### src/rtl/core/lbrr_pkg.sv
// ----------------------------------------------------------------------------
// lbrr_pkg
// Shared constants, codes and helpers of the bilinear RGB remap unit.
// ----------------------------------------------------------------------------
package lbrr_pkg;

   localparam int MAX_WIDTH      = 512;
   localparam int MAX_HEIGHT     = 512;
   localparam int FRACTION_BITS  = 8;

   localparam int COORD_BITS     = 20;
   localparam int DIM_BITS       = 10;
   localparam int ADDR_BITS      = 18;
   localparam int CHAN_BITS      = 8;
   localparam int PIXEL_BITS     = 3 * CHAN_BITS;
   localparam int CSR_INDEX_BITS = 1;

   localparam int STORE_DEPTH    = MAX_WIDTH * MAX_HEIGHT;
   localparam int BANK_DEPTH     = (STORE_DEPTH + 1) / 2;
   localparam int BANK_BITS      = (BANK_DEPTH > 1) ? $clog2(BANK_DEPTH) : 1;
   localparam int LIN_MIN        = 2 * DIM_BITS + 1;
   localparam int LIN_BITS       = (LIN_MIN > BANK_BITS + 2) ? LIN_MIN : BANK_BITS + 2;
   localparam int POS_BITS       = DIM_BITS + FRACTION_BITS;

   localparam logic OP_WRITE  = 1'b0;
   localparam logic OP_SAMPLE = 1'b1;

   localparam logic [CSR_INDEX_BITS-1:0] REG_SOURCE_WIDTH  = 1'b0;
   localparam logic [CSR_INDEX_BITS-1:0] REG_SOURCE_HEIGHT = 1'b1;

   localparam logic [DIM_BITS-1:0] DIM_RESET = 10'd512;

   // Clamp a register value into 1..max_dim.
   function automatic logic [DIM_BITS-1:0] clamp_dim(input logic [DIM_BITS-1:0] value,
                                                     input int max_dim);
      logic [DIM_BITS-1:0] result;
      result = value;
      if (value == '0) begin
         result = DIM_BITS'(1);
      end else if (32'(value) > max_dim) begin
         result = DIM_BITS'(max_dim);
      end
      return result;
   endfunction

endpackage

### src/rtl/core/lbrr_lerp.sv
// ----------------------------------------------------------------------------
// lbrr_lerp
// Two-stage bilinear blend of one color channel: horizontal, then vertical.
// ----------------------------------------------------------------------------
module lbrr_lerp
   import lbrr_pkg::*;
(
   input  logic                         clock,
   input  logic                         enable,
   input  logic [CHAN_BITS-1:0]         p00,
   input  logic [CHAN_BITS-1:0]         p10,
   input  logic [CHAN_BITS-1:0]         p01,
   input  logic [CHAN_BITS-1:0]         p11,
   input  logic [FRACTION_BITS-1:0]     fx,
   input  logic [FRACTION_BITS-1:0]     fy,
   output logic [CHAN_BITS+2*FRACTION_BITS-1:0] blend
);

   localparam int TOP_BITS = CHAN_BITS + FRACTION_BITS;
   localparam int VAL_BITS = CHAN_BITS + 2 * FRACTION_BITS;

   logic [TOP_BITS-1:0]      top_ff, top_in, bot_ff, bot_in;
   logic [FRACTION_BITS-1:0] fy_ff;
   logic [VAL_BITS-1:0]      val_ff, val_in;

   logic signed [CHAN_BITS:0]            diff_top, diff_bot;
   logic signed [CHAN_BITS+FRACTION_BITS+1:0] prod_top, prod_bot, sum_top, sum_bot;
   logic signed [TOP_BITS:0]             diff_val;
   logic signed [VAL_BITS+1:0]           prod_val, sum_val;

   // horizontal blend of both rows
   always_comb begin
      diff_top = $signed({1'b0, p10}) - $signed({1'b0, p00});
      diff_bot = $signed({1'b0, p11}) - $signed({1'b0, p01});
      prod_top = (CHAN_BITS+FRACTION_BITS+2)'(diff_top * $signed({1'b0, fx}));
      prod_bot = (CHAN_BITS+FRACTION_BITS+2)'(diff_bot * $signed({1'b0, fx}));
      sum_top  = $signed({2'b00, p00, {FRACTION_BITS{1'b0}}}) + prod_top;
      sum_bot  = $signed({2'b00, p01, {FRACTION_BITS{1'b0}}}) + prod_bot;
      top_in   = sum_top[TOP_BITS-1:0];
      bot_in   = sum_bot[TOP_BITS-1:0];
   end

   // vertical blend
   always_comb begin
      diff_val = $signed({1'b0, bot_ff}) - $signed({1'b0, top_ff});
      prod_val = (VAL_BITS+2)'(diff_val * $signed({1'b0, fy_ff}));
      sum_val  = $signed({2'b00, top_ff, {FRACTION_BITS{1'b0}}}) + prod_val;
      val_in   = sum_val[VAL_BITS-1:0];
   end

   always_ff @(posedge clock) begin
      if (enable) begin
         top_ff <= top_in;
         bot_ff <= bot_in;
         fy_ff  <= fy;
         val_ff <= val_in;
      end
   end

   assign blend = val_ff;

endmodule

### config.mk
export PLATFORM = sky130hd
export DESIGN_NAME = lbrr_lerp
export DESIGN_NICKNAME = d
export VERILOG_FILES = /design/src/rtl/core/lbrr_pkg.sv /design/src/rtl/core/lbrr_lerp.sv
export SDC_FILE = /design/constraint.sdc
export NUM_CORES = 1
export LEC_CHECK = 0
export BUFFER_PORTS_ARGS = -buffer_cell sky130_fd_sc_hd__buf_2
export CAP_MARGIN = 20
export CORE_MARGIN = 4
export CORE_UTILIZATION = 58
export DETAILED_ROUTE_END_ITERATION = 8
export GPL_TIMING_DRIVEN = 1
export PLACE_DENSITY = 0.79
export SYNTH_ARGS = -nofsm -noshare
export SYNTH_HDL_FRONTEND = slang
export SYNTH_SLANG_ARGS = --single-unit
### constraint.sdc
create_clock -name clock -period 7.6 [get_ports clock]
set_input_delay 1.52 -clock clock [delete_from_list [all_inputs] [get_ports clock]]
set_output_delay 1.52 -clock clock [all_outputs]
set_load 0.005 [all_outputs]
==> impl_metrics.json <==
{
  "drc": 0,
  "drive_gt1_share_pct": 11.45,
  "status": "finished, final reports clean",
  "dr.pass1.iters": 5,
  "end_kind": "register",
  "ys_warn_count": 0,
  "multiInputGateArea_sq_um": 10470,
  "synth_seq_cells": 64,
  "die-area_sq_um": 26270,
  "crit_start": "p01[1]",
  "clock_sinks": 64,
  "vias": 9811,
  "rows": 56,
  "worst-r2r-cell-count": 28,
  "post-dp-hpwl_microns": 23830,
  "cp_slowest_cell": "fa_1",
  "diodes": 0,
  "insertion_delay_ns": 0.34,
  "cp.required_ns": 7.69,
  "hold_viol": 0,
  "tritoncts": "done",
  "grt_max_degree": 65,
  "synth_edf_count": 64,
  "port_buffers": 73,
  "r2r_start": "top_ff[0]",
  "antenna_found_initial": 0,
  "min_period_ns": 7.278,
  "pin_count": 74,
  "r2r-end": "blend[22]",
  "ctsHtreeMaxLevel": 3,
  "nets": 2004,
  "tightest_slew_ns": 0.8244,
  "die_height_microns": 162.1,
  "cts_root_buf": "clkbuf_16",
  "avgSynthCellArea_sq_um": 9.541,
  "synthFlopType": "edfxtp_1",
  "initial_core_util_pct": 58.83,
  "clkTransAtPathRegs_ns": 0.05,
  "fmax_ghz": 0.1374,
  "slowest_delay_ns": 0.55,
  "syn_inst": 1443,
  "nFillCells": 1933,
  "yosys-top-cells-count": "inv_1 (352), fa_1 (245), nand2_1 (160)",
  "synth_area_leader_cell": "fa_1",
  "rrSetupSlack_ns": 0.34,
  "yosys.area.top_type_share_pct": 35.62,
  "area_delta_synth_final_pct": 10.58,
  "grt.total_usage_pct": 23.42,
  "seq_area_sq_um": 1922,
  "worstSetupPathType": "in -> reg",
  "start_kind": "input pin",
  "ant_nets": 0,
  "globalRoute.totalOverflow": 0,
  "syn_area_sq_um": 13770,
  "synth_most_common_cell": "inv_1",
  "async_reset_ff_share_pct": 0,
  "worstHoldPathType": "reg -> reg",
  "core_region_area_sq_um": 23400,
  "cts_made_buffers": 9,
  "layoutNonFillerInstCount": 1883,
  "numPlacedInstances": 1861,
  "seq_area_frac_synth_pct": 13.96,
  "slew_headroom_pct": 45.04,
  "path_max_fanout": 4,
  "drv_cap": 0,
  "clock_skew_ns": 0.01063,
  "synth_cell_types": 47,
  "die_x_microns": 162.1,
  "synth_fp_nets": 1888,
  "cp.arrival_ns": 7.37,
  "grt_pass1_vias": 10730,
  "drt_wl_total_microns": 28670,
  "slew_violations": 0,
  "setup_viol": 0,
  "ctsHoldBuffers": 0,
  "routedWlPerCell_microns": 15.22,
  "grt_first_pass_wirelength_microns": 49800,
  "min_path_cells": 2,
  "min_to": "blend[0]",
  "viasPerCell": 5.210,
  "place_congestion": 0.8655,
  "period_share_pct": 95.77,
  "min_from": "top_ff[0]",
  "synth_area_leaders": "fa_1 (36%), edfxtp_1 (14%), ha_1 (14%)",
  "drt_iter0_markers": 421,
  "clock_path_buffers": 2
}
[critical path, delay by kind of cell]
family	cells	cell delay, ns
AOI/OAI and AO/OA	10	1.58
buffers and inverters	7	0.47
adders and majority gates	7	3.03
muxes	1	0.38
xor gates and xnor gates	1	0.08
and+or+nand+nor	2	0.31
[cells by family (layout without fill, tap and decap cells)]
group / Yosys count / after routing / synth area share [%]
AO/OA/AOI/OAI: 133 / 133 / 6.307
XOR/XNOR: 82 / 82 / 5.216
multiplexers: 18 / 18 / 1.445
flip-flops: 64 / 64 / 13.96
AND/OR/NAND/NOR: 369 / 369 / 13.40
buffers and inverters: 382 / 503 / 10.41
adder cells (fa/ha/maj): 395 / 395 / 49.25
[how the worst max path moves through the flow]
stage | cells after the start | to | slack, ns
2_1_floorplan | 26 | bot_ff[15] | 0.12
3_3_place_gp | 27 | bot_ff[15] | 0.03
3_5_place_dp | 27 | bot_ff[15] | -0.13
4_1_cts | 27 | bot_ff[15] | 0.21
5_1_grt | 27 | bot_ff[15] | -0.03
6_report | 28 | bot_ff[14] | 0.32
[cell type report]
type,instances,area share [%]
clock buffer,13,1.578
clock inverter,3,0.2794
inverter,352,8.679
multi-input combinational,997,68.76
sequential,64,12.62
tap,319,2.622
timing repair buffer,135,5.457
[through the flow]
stage | hold slack (ns) | setup slack (ns) | TNS, ns | area, sq um | utilization [%]
3_3_place_gp | 0.9595 | 0.03481 | 0 | 14840 | 63.41
3_5_place_dp | 0.9705 | -0.1338 | -0.3754 | 14840 | 63.41
5_1_grt | 0.9933 | -0.02655 | -0.04114 | 15220 | 65.06
4_1_cts | 0.9912 | 0.2135 | 0 | 15120 | 64.62
2_1_floorplan | 0.7506 | 0.1244 | 0 | 13770 | -
6_report | 0.9722 | 0.3215 | 0 | 15220 | 65.06
[sequential cells by signal (all words and copies together), names as in the netlist]
signal and count:
blend 24, bot_ff 16, top_ff 16, fy_ff 8
[placed cells by master (no fill, tap or decap), types with 21 or more instances in the layout]
master / synthesis / final
a21oi_1: 38 / 34
and2_1: 99 / 99
buf_2: 0 / 73
buf_4: 0 / 62
edfxtp_1: 64 / 64
fa_1: 245 / 245
ha_1: 150 / 150
inv_1: 352 / 352
nand2_1: 160 / 160
nand2b_1: 28 / 28
nor2_1: 25 / 25
nor2b_1: 43 / 41
o21ai_0: 25 / 21
xnor2_1: 62 / 62
[per-layer routing]
layer / track usage (%) / share of wire (%) / up-vias
li1: - / - / 4609
met1: 27.97 / 39 / 4898
met2: 43.53 / 53 / 241
met3: 3.096 / 4.3 / 63
met4: 8.035 / 3.1 / 0
met5: 0 / 0 / -
[repair_timing]
item                                    in CTS  in global routing
endpoints found under the setup margin       0                  9
resized for setup                            0                 17
buffers inserted                             0                  6
Power is not shown: default switching activity piles up to over one toggle a cycle in this logic, so the estimate is an artifact.
